===== src/rtl/core/sle_pkg.sv =====
// Shared types, codes and the match test for the sequential list engine.
package sle_pkg;

	// Command codes taken on the input channel.
	typedef enum logic [2:0] {
		CMD_INSERT = 3'd0,
		CMD_DELETE = 3'd1,
		CMD_LOCATE = 3'd2,
		CMD_NEXT   = 3'd3,
		CMD_PRIOR  = 3'd4
	} sle_cmd_t;

	// Status codes returned with every result.
	typedef enum logic [2:0] {
		STS_OK        = 3'd0,
		STS_BAD_INS   = 3'd1,
		STS_BAD_DEL   = 3'd2,
		STS_FULL      = 3'd3,
		STS_NOT_FOUND = 3'd4,
		STS_NO_NEXT   = 3'd5,
		STS_NO_PRIOR  = 3'd6
	} sle_status_t;

	// Locate tests.
	typedef enum logic [1:0] {
		MODE_EQUAL    = 2'd0,
		MODE_KEY_SQ   = 2'd1,
		MODE_ENTRY_SQ = 2'd2
	} sle_mode_t;

	// Sequencer states, one-hot.
	typedef enum logic [5:0] {
		ST_IDLE   = 6'b000001,
		ST_UP     = 6'b000010,
		ST_DN     = 6'b000100,
		ST_SCAN   = 6'b001000,
		ST_NBR    = 6'b010000,
		ST_FINISH = 6'b100000
	} sle_state_t;

	// Tests one stored entry against the key. The key square is computed once per
	// command; sq_fits says it is below 2^31 and sq_low holds its low 31 bits.
	// An entry whose square fits in 31 bits is below 2^16, so a 16-bit square does.
	function automatic logic sle_match(
		input logic [31:0] entry,
		input logic [31:0] key,
		input logic        sq_fits,
		input logic [30:0] sq_low,
		input logic [1:0]  mode
	);
		logic [31:0] esq;
		logic        hit;
		esq = {16'd0, entry[15:0]} * {16'd0, entry[15:0]};
		case (mode)
			MODE_EQUAL:    hit = (entry == key);
			MODE_KEY_SQ:   hit = !entry[31] && sq_fits && (entry[30:0] == sq_low);
			MODE_ENTRY_SQ: hit = (entry[31:16] == 16'd0) && !key[31] && (esq == key);
			default:       hit = 1'b0;
		endcase
		return hit;
	endfunction

endpackage


===== src/rtl/core/sequential_list_engine.sv =====
// Bad positions, a full store, unknown commands and an empty locate go straight to the
// finish step. Insert shifts entries from the tail down to the position, delete shifts
// the entries after the position up, locate scans from the head to the first hit or the
// end, and next and prior read one neighbour. Commands are taken one at a time: the input
// stalls until the result enters the output register. The single read port moves one entry a cycle.
// Reset clears the entry count and control state; memory contents stay undefined.
module sequential_list_engine #(
	parameter int CAPACITY = 16
) (
	input  logic               clk,
	input  logic               arst_n,
	input  logic               in_valid,
	output logic               in_stall,
	input  logic [2:0]         command,
	input  logic [4:0]         position,
	input  logic signed [31:0] value,
	input  logic [1:0]         match_mode,
	output logic               out_valid,
	input  logic               out_stall,
	output logic [2:0]         status,
	output logic [3:0]         found_index,
	output logic signed [31:0] element,
	output logic [4:0]         list_length
);
	import sle_pkg::*;

	localparam int AW = (CAPACITY > 1) ? $clog2(CAPACITY) : 1;
	localparam int CW = $clog2(CAPACITY + 1);
	localparam int PW = ((CW > 5) ? CW : 5) + 1;

	// Entry memory and its registered read port.
	logic [31:0]   mem [CAPACITY];
	logic          mem_we;
	logic [AW-1:0] mem_waddr;
	logic [31:0]   mem_wdata;
	logic          mem_re;
	logic [AW-1:0] mem_raddr;
	logic [31:0]   rd_data_s1;
	logic [AW-1:0] rd_addr_s1;
	logic          rd_vld_s1;

	// Sequencer state.
	sle_state_t    state_q;
	logic [CW-1:0] cnt_q;
	logic [PW-1:0] ptr_q;
	logic [PW-1:0] lim_q;
	logic          issue_q;
	logic [PW-1:0] pos_q;
	logic [31:0]   val_q;
	logic [1:0]    mode_q;
	logic          sq_fits_q;
	logic [30:0]   sq_low_q;
	sle_status_t   res_status_q;
	logic [3:0]    res_found_q;
	logic [31:0]   res_elem_q;

	// Output register.
	logic          out_valid_q;
	logic [2:0]    status_q;
	logic [3:0]    found_q;
	logic [31:0]   elem_q;
	logic [4:0]    len_q;

	logic [PW-1:0] pos_x;
	logic [PW-1:0] cnt_x;
	logic [31:0]   key_abs;
	logic [63:0]   key_sq;
	logic          hit;
	logic          out_free;
	logic          scan_hit;

	assign pos_x    = PW'(position);
	assign cnt_x    = PW'(cnt_q);
	assign in_stall = (state_q != ST_IDLE);
	assign out_free = !out_valid_q || !out_stall;

	// Key square for the locate test, taken when the command is accepted.
	assign key_abs = value[31] ? (32'd0 - value) : value;
	assign key_sq  = key_abs * key_abs;

	assign hit      = sle_match(rd_data_s1, val_q, sq_fits_q, sq_low_q, mode_q);
	assign scan_hit = (state_q == ST_SCAN) && rd_vld_s1 && hit;

	// One read per cycle while the current walk still has entries to fetch.
	assign mem_re    = issue_q;
	assign mem_raddr = ptr_q[AW-1:0];

	// Shifts write back the entry held by the registered read port; insert ends with the new value.
	always_comb begin
		mem_we    = 1'b0;
		mem_waddr = rd_addr_s1;
		mem_wdata = rd_data_s1;
		if (state_q == ST_UP) begin
			if (rd_vld_s1) begin
				mem_we    = 1'b1;
				mem_waddr = rd_addr_s1 + AW'(1);
			end else if (!issue_q) begin
				mem_we    = 1'b1;
				mem_waddr = pos_q[AW-1:0];
				mem_wdata = val_q;
			end
		end else if (state_q == ST_DN && rd_vld_s1) begin
			mem_we    = 1'b1;
			mem_waddr = rd_addr_s1 - AW'(1);
		end
	end

	// Memory array with a registered read.
	always_ff @(posedge clk) begin
		if (mem_we) begin
			mem[mem_waddr] <= mem_wdata;
		end
		if (mem_re) begin
			rd_data_s1 <= mem[mem_raddr];
		end
		rd_addr_s1 <= mem_raddr;
	end

	always_ff @(posedge clk or negedge arst_n) begin
		if (!arst_n) begin
			rd_vld_s1 <= 1'b0;
		end else begin
			rd_vld_s1 <= mem_re;
		end
	end

	// Payload registers of the command in progress.
	always_ff @(posedge clk) begin
		if (state_q == ST_IDLE && in_valid) begin
			pos_q     <= pos_x;
			val_q     <= value;
			mode_q    <= match_mode;
			sq_fits_q <= (key_sq[63:31] == 33'd0);
			sq_low_q  <= key_sq[30:0];
		end
	end

	// Command sequencer.
	always_ff @(posedge clk or negedge arst_n) begin
		if (!arst_n) begin
			state_q      <= ST_IDLE;
			cnt_q        <= '0;
			ptr_q        <= '0;
			lim_q        <= '0;
			issue_q      <= 1'b0;
			res_status_q <= STS_OK;
			res_found_q  <= '0;
			res_elem_q   <= '0;
		end else begin
			// Address walk shared by all loops; a locate hit ends it on its own.
			if (issue_q && !scan_hit) begin
				if (ptr_q == lim_q) begin
					issue_q <= 1'b0;
				end else if (state_q == ST_UP) begin
					ptr_q <= ptr_q - PW'(1);
				end else begin
					ptr_q <= ptr_q + PW'(1);
				end
			end
			unique case (state_q)
				ST_IDLE: begin
					if (in_valid) begin
						res_found_q <= '0;
						res_elem_q  <= '0;
						unique case (command)
							CMD_INSERT: begin
								if (pos_x > cnt_x) begin
									res_status_q <= STS_BAD_INS;
									state_q      <= ST_FINISH;
								end else if (cnt_q == CW'(CAPACITY)) begin
									res_status_q <= STS_FULL;
									state_q      <= ST_FINISH;
								end else begin
									res_status_q <= STS_OK;
									ptr_q        <= cnt_x - PW'(1);
									lim_q        <= pos_x;
									issue_q      <= (pos_x < cnt_x);
									state_q      <= ST_UP;
								end
							end
							CMD_DELETE: begin
								if (pos_x >= cnt_x) begin
									res_status_q <= STS_BAD_DEL;
									state_q      <= ST_FINISH;
								end else begin
									res_status_q <= STS_OK;
									ptr_q        <= pos_x + PW'(1);
									lim_q        <= cnt_x - PW'(1);
									issue_q      <= ((pos_x + PW'(1)) < cnt_x);
									state_q      <= ST_DN;
								end
							end
							CMD_LOCATE: begin
								if (cnt_q == '0) begin
									res_status_q <= STS_NOT_FOUND;
									state_q      <= ST_FINISH;
								end else begin
									res_status_q <= STS_OK;
									ptr_q        <= '0;
									lim_q        <= cnt_x - PW'(1);
									issue_q      <= 1'b1;
									state_q      <= ST_SCAN;
								end
							end
							CMD_NEXT: begin
								if ((pos_x + PW'(1)) < cnt_x) begin
									res_status_q <= STS_OK;
									ptr_q        <= pos_x + PW'(1);
									lim_q        <= pos_x + PW'(1);
									issue_q      <= 1'b1;
									state_q      <= ST_NBR;
								end else begin
									res_status_q <= STS_NO_NEXT;
									state_q      <= ST_FINISH;
								end
							end
							CMD_PRIOR: begin
								if (pos_x != '0 && pos_x < cnt_x) begin
									res_status_q <= STS_OK;
									ptr_q        <= pos_x - PW'(1);
									lim_q        <= pos_x - PW'(1);
									issue_q      <= 1'b1;
									state_q      <= ST_NBR;
								end else begin
									res_status_q <= STS_NO_PRIOR;
									state_q      <= ST_FINISH;
								end
							end
							default: begin
								res_status_q <= STS_OK;
								state_q      <= ST_FINISH;
							end
						endcase
					end
				end
				ST_UP: begin
					// The final cycle writes the new value; the count grows with it.
					if (!issue_q && !rd_vld_s1) begin
						cnt_q   <= cnt_q + CW'(1);
						state_q <= ST_FINISH;
					end
				end
				ST_DN: begin
					if (!issue_q && !rd_vld_s1) begin
						cnt_q   <= cnt_q - CW'(1);
						state_q <= ST_FINISH;
					end
				end
				ST_SCAN: begin
					// Reads still in flight after a hit are dropped.
					if (scan_hit) begin
						res_found_q <= 4'(rd_addr_s1);
						issue_q     <= 1'b0;
						state_q     <= ST_FINISH;
					end else if (rd_vld_s1 && !issue_q) begin
						res_status_q <= STS_NOT_FOUND;
						state_q      <= ST_FINISH;
					end
				end
				ST_NBR: begin
					if (rd_vld_s1) begin
						res_elem_q <= rd_data_s1;
						state_q    <= ST_FINISH;
					end
				end
				ST_FINISH: begin
					if (out_free) begin
						state_q <= ST_IDLE;
					end
				end
				default: begin
					state_q <= ST_IDLE;
				end
			endcase
		end
	end

	// Result register; it holds a transfer until the receiver takes it.
	always_ff @(posedge clk or negedge arst_n) begin
		if (!arst_n) begin
			out_valid_q <= 1'b0;
		end else if (state_q == ST_FINISH && out_free) begin
			out_valid_q <= 1'b1;
		end else if (!out_stall) begin
			out_valid_q <= 1'b0;
		end
	end

	always_ff @(posedge clk) begin
		if (state_q == ST_FINISH && out_free) begin
			status_q <= res_status_q;
			found_q  <= res_found_q;
			elem_q   <= res_elem_q;
			len_q    <= 5'(cnt_q);
		end
	end

	assign out_valid   = out_valid_q;
	assign status      = status_q;
	assign found_index = found_q;
	assign element     = elem_q;
	assign list_length = len_q;

`ifndef SYNTH
	a_cnt_bound: assert property (@(posedge clk) disable iff (!arst_n)
		cnt_q <= CW'(CAPACITY))
		else $error("entry count above capacity");

	a_out_from_finish: assert property (@(posedge clk) disable iff (!arst_n)
		$rose(out_valid_q) |-> $past(state_q == ST_FINISH))
		else $error("result raised outside the finish step");

	a_read_in_loop: assert property (@(posedge clk) disable iff (!arst_n)
		mem_re |-> (state_q != ST_IDLE && state_q != ST_FINISH))
		else $error("memory read outside a walk");

	a_full_no_grow: assert property (@(posedge clk) disable iff (!arst_n)
		(state_q == ST_UP && cnt_q == CW'(CAPACITY)) |-> 1'b0)
		else $error("insert walk started on a full store");
`endif

endmodule


===== config.mk =====
export PLATFORM = sky130hd
export DESIGN_NAME = sequential_list_engine
export DESIGN_NICKNAME = d
export VERILOG_FILES = /design/src/rtl/core/sle_pkg.sv /design/src/rtl/core/sequential_list_engine.sv
export SDC_FILE = /design/constraint.sdc
export NUM_CORES = 2
export LEC_CHECK = 0
export BUFFER_PORTS_ARGS = -buffer_cell sky130_fd_sc_hd__buf_2
export CORE_AREA = 2 2 474 476
export DETAILED_ROUTE_END_ITERATION = 8
export DIE_AREA = 0 0 476 478
export MAX_ROUTING_LAYER = met4
export PLACE_DENSITY = 0.43
export SLEW_MARGIN = 20
export SYNTH_ARGS = -nofsm -noshare
export SYNTH_HDL_FRONTEND = slang
export SYNTH_SLANG_ARGS = --single-unit
export TNS_END_PERCENT = 5

===== constraint.sdc =====
create_clock -name clk -period 7.2 [get_ports clk]
set_input_delay 1.08 -clock clk [delete_from_list [all_inputs] [get_ports clk]]
set_output_delay 1.08 -clock clk [all_outputs]
set_load 0.005 [all_outputs]

; ---- After elaboration in Yosys (flattened, before gate mapping)
; Memory sizes are Yosys's and may differ from the RTL's. A register that Yosys moved wholly into a read port is not among the register bits.
; Index checks and enable logic that the tools add are counted.
[op_classes]
addsub = 10
mul = 2
n_lt_le_gt_ge = 4
n_eq_ne = 35
muxes = 82
n_reduce_logical = 38
[op_table]
columns = op, count
row1 = $mux W32, 6
row2 = $mux W6, 29
row3 = $pmux W6 S5, 4
row4 = $eq A32 B32 Y1, 2
row5 = $mul A32 B32 Y64, 1
row6 = $pmux W32 S2, 1
row7 = $logic_not A33 Y1, 1
row8 = $mul A16 B16 Y32, 1
row9 = $sub A1 B32 Y32 const A, 1
row10 = $eq A31 B31 Y1, 1
row11 = $mux W4, 6
row12 = $ne A2 B2 Y1 const B, 11
row13 = $mux W1, 18
row14 = $mux W3, 6
row15 = $logic_not A16 Y1, 1
row16 = $pmux W3 S5, 1
row17 = $logic_and A1 B1 Y1, 13
row18 = $sub A5 B1 Y6 const B, 2
row19 = $mux W5, 2
row20 = $ne A2 B1 Y1 const B, 5
row21 = $pmux W5 S2, 1
row22 = $reduce_and A3 Y1, 3
row23 = $reduce_and A9 Y1, 1
row24 = $pmux W4 S2, 1
row25 = other kinds (42), 53
[word_totals]
register_bits = 183
ram_bits = 512
out_inout_bits = 46
elab_cells = 192
memories = 1
[mem_list]
columns = name, words, width, rd, rd_ports_with_merged_regs, write_ports, line
row1 = mem, 16, 32, 1, 1, 1, sequential_list_engine.sv:32  ; logic [31:0] mem [CAPACITY];

; ---- Longest topological paths before layout
[depth]
depth_word = 13
depth_mapped = 39

; ---- Least setup slack after synthesis
; No wires, ideal clock.
[synth_timing]
kind = input-to-reg
from = input port value[11]
to = register sq_fits_q, data pin
setup_ns = 0.170
t_arrival_ns = 10.163
required_time_ns = 7.030
path_slack_ns = -3.133
path_stages = 32
path_buffers = 2
path_cell_list = or4_4 or3_4 or3_4 o21ai_0 xnor2_1 clkinv_1 clkbuf_1 nor2_1 fa_1 fa_1 inv_1 fa_1 inv_1 fa_1 fa_1 fa_1 fa_1 inv_1 fa_1 inv_1 ha_1 clkbuf_1 nand4_1 or3b_1 o22ai_1 nor2_1 a211oi_1 nor4_1 nor2_1 nor2_1 or4_1 nor4_2
[synth_between]
elab_chain_len = 4
[synth_lines]
columns = element, line
row1 = start: declaration, sequential_list_engine.sv:16  ; input logic signed [31:0] value,
row2 = $sub A1 B32 Y32, sequential_list_engine.sv:78  ; assign key_abs = value[31] ? (32'd0 - value) : value;
row3 = $mux W32 (*), sequential_list_engine.sv:78
row4 = $mul A32 B32 Y64 (*), sequential_list_engine.sv:79  ; assign key_sq = key_abs * key_abs;
row5 = $logic_not A33 Y1 (*), sequential_list_engine.sv:133  ; sq_fits_q <= (key_sq[63:31] == 33'd0);
row6 = end signal: assignment, sequential_list_engine.sv:133
row7 = end: declaration, sequential_list_engine.sv:51  ; logic sq_fits_q;
; Mark *: on every way between the ends. The rest lies on a longest branch, timed or not.
; A chain may end at the register's enable or synchronous reset.

; ---- Final worst setup path
[layout_timing]
from = input port value[15]
to = register sq_fits_q, data pin
; Same word-level chain as after synthesis.

==> impl_metrics.ini <==
[logic_synthesis]
synth_seq_cells = 725
yosysMostFrequentCell = inv_1
synth_ff_type = edfxtp_1
synthCells = 5734
synth_top_area_cell = edfxtp_1
ys_top_cells_by_count = inv_1 (1159), fa_1 (982), edfxtp_1 (656), nand2_1 (475), nor2_1 (434)
synth_top_area_share = 0.297
avgSynthCellArea_um2 = 11.6
async_reset_ff_frac = 0.0897
yosys_warnings = 0
ys_seq_area_frac = 0.322
yosysUniqueCellTypes = 96
synthTopCellsByArea = edfxtp_1 (30%), fa_1 (30%), ha_1 (7.1%)
synth_area_mm2 = 0.0664
synth-edff-count = 656

[drt]
vias_per_cell = 4.68
drt_iter0_markers = 3075
routed_wl_um = 214000
wl_per_cell_um = 22.0
route.detailed.drc = 0
postRouteAntennaNets = 0
vias = 45500
drt-pass1-iter-count = 5

[placement]
io_buffers = 91
gp_congestion = 0.895
place_hpwl_um = 171000
place_area_mm2 = 0.0780

[clocking]
worstSkewPairLatency_ps = 670
clkTransAtPathRegs_ps = 60
numCtsBuffers = 78
cts_tree = done
hold_buffers = 0
cts_buffer_depth = 3
htreeDepth = 3
cts.sinks = 725
cts_root_buffer = clkbuf_16

[sta]
tightest_slew_ps = 1040
fin_ws_ps = -2580
relSlewSlack = 0.308
period_share = 1.36
layout_min_cycle_time_ps = 9780
skew_ps = 42.0
finalSetupViolations = 22
rsz0062_at_grt = true
final_hold_viol_count = 0
slew_viol_final = 0
fmax_mhz = 102

[floorplanning]
io_pins = 92
fp-row-count = 174
die_x_um = 476
core_area_mm2 = 0.223
start_util = 0.298
fp.dieArea_mm2 = 0.228
chipHeight_um = 478

[critical_path]
worst_setup_path_end_kind = register
startpoint = value[15]
cpMostUsedCell = fa_1
rr_startpoint = rd_data_s1[3]
worstRegToRegCells = 23
required_ps = 7660
startpoint_type = input pin
endpoint = sq_fits_q
max_stage_delay_ps = 540
crit_fanout = 6
timing.rr.end = ptr_q[3]
slowest_stage = or4_4
critPathKind = in -> reg
reg2reg_slack_ps = 0
arrival_ps = 10240

[layout]
area_growth_pct = 22.2
nNetsFinal = 8080
stdcell_area_mm2 = 0.0811
layout-drive-gt1-share = 0.231

[global_routing]
grt_usage = 0.195
grt_pass1_wl_um = 319000
grt_start_max_net_pins = 66
overflow = 0
first_global_vias = 48900
antenna_found_initial = 2

[hold_path]
min_path_type = reg -> reg

[run_status]
violations = negative setup slack
status = finished with violations

[flow_run]
cap_viol_max_count = 0
-- cells by family after synthesis --
| family | share of synthesized area |
|---|---|
| DFF | 0.322 |
| AOI/OAI and AO/OA | 0.0552 |
| and+or+nand+nor | 0.0850 |
| xor gates and xnor gates | 0.0285 |
| other | 0.000113 |
| muxes | 0.0625 |
| adders and majority gates | 0.367 |
| buffers and inverters | 0.0789 |
-- cells in the final DEF, fill, tap and decap left out, types with 44 or more instances in the layout --
cell       count
inv_1       1153
fa_1         969
buf_4        918
edfxtp_1     656
nand2_1      473
nor2_1       406
ha_1         369
mux4_2       160
a21oi_1      135
xnor2_1      127
o21ai_0      118
buf_2         89
clkbuf_16     81
xor2_1        61
nand4_1       59
dfrtp_1       59
and2_1        52
nand3_1       48
buf_12        44
-- area by class of cell --
| type | instances | area, um^2 |
|---|---|---|
| repair buffers | 1059 | 8310 |
| diodes | 4 | 10.0 |
| clock buffers | 101 | 2120 |
| fillers | 22200 | 142000 |
| clock inverters | 40 | 364 |
| inverters | 1170 | 4420 |
| flip-flops and latches | 725 | 21400 |
| multi-input cells | 3639 | 40800 |
| well taps | 2992 | 3740 |
-- per-layer routing --
| metal | up-vias | share of wire | track usage |
|---|---|---|---|
| met1 | 23700 | 0.43 | 0.255 |
| met3 | 219 | 0.041 | 0.0215 |
| met4 | 0 | 0.035 | 0.0605 |
| met5 | - | 0 | - |
| li1 | 20600 | - | - |
| met2 | 960 | 0.49 | 0.318 |
-- how the worst min path moves through the flow --
stage               slack, ps      startpoint  depth (start not counted)             to
floorplan                 370        ptr_q[2]                          0  rd_addr_s1[2]
global route              460   res_elem_q[2]                          0     element[2]
detailed placement        440  res_elem_q[15]                          0    element[15]
CTS                       440  res_elem_q[22]                          0    element[22]
finish                    440  res_elem_q[22]                          0    element[22]
global placement          430   res_elem_q[9]                          0     element[9]
-- metrics by stage --
stage / TNS (ps) / cells / worst slack (ps) / utilization / hold slack, ps
2_1_floorplan: -25550 / 5758 / -2510 / - / 372
3_3_place_gp: -43600 / 9572 / -3500 / 0.350 / 434
3_5_place_dp: -41700 / 9573 / -3460 / 0.350 / 438
4_1_cts: -22400 / 9723 / -2440 / 0.362 / 441
5_1_grt: -31480 / 9727 / -2860 / 0.364 / 460
6_report: -22180 / 9730 / -2580 / 0.364 / 437
-- state kept, by name, indices dropped and copies added, names as in the netlist, 4 cells and up --
name / count
list_length: 5
lim_q: 6
val_q: 32
state_q: 6
mem: 512
element: 32
res_elem_q: 32
pos_q: 4
cnt_q: 5
rd_addr_s1: 4
found_index: 4
sq_low_q: 29
res_found_q: 4
rd_data_s1: 32
ptr_q: 6
-- worst max-delay path: cells and delay by family --
| family | cells | cell delay [ps] |
|---|---|---|
| adders and majority gates | 9 | 4270 |
| AOI/OAI and AO/OA | 5 | 1080 |
| and+or+nand+nor | 9 | 2530 |
| buffers and inverters | 12 | 1100 |
| xor gates and xnor gates | 1 | 190 |
-- repair_timing --
action / in CTS / in global routing
cloned: 1 / 0
resized for setup: 74 / 48
setup buffers: 8 / 3
pin swaps: 10 / 38
endpoints found under the setup margin: 37 / 38
endpoints found under the hold margin: 0 / 0
Power is left out: the tool's default activity adds up to more than one toggle a clock period on the data nets, which glitch-free logic cannot reach.
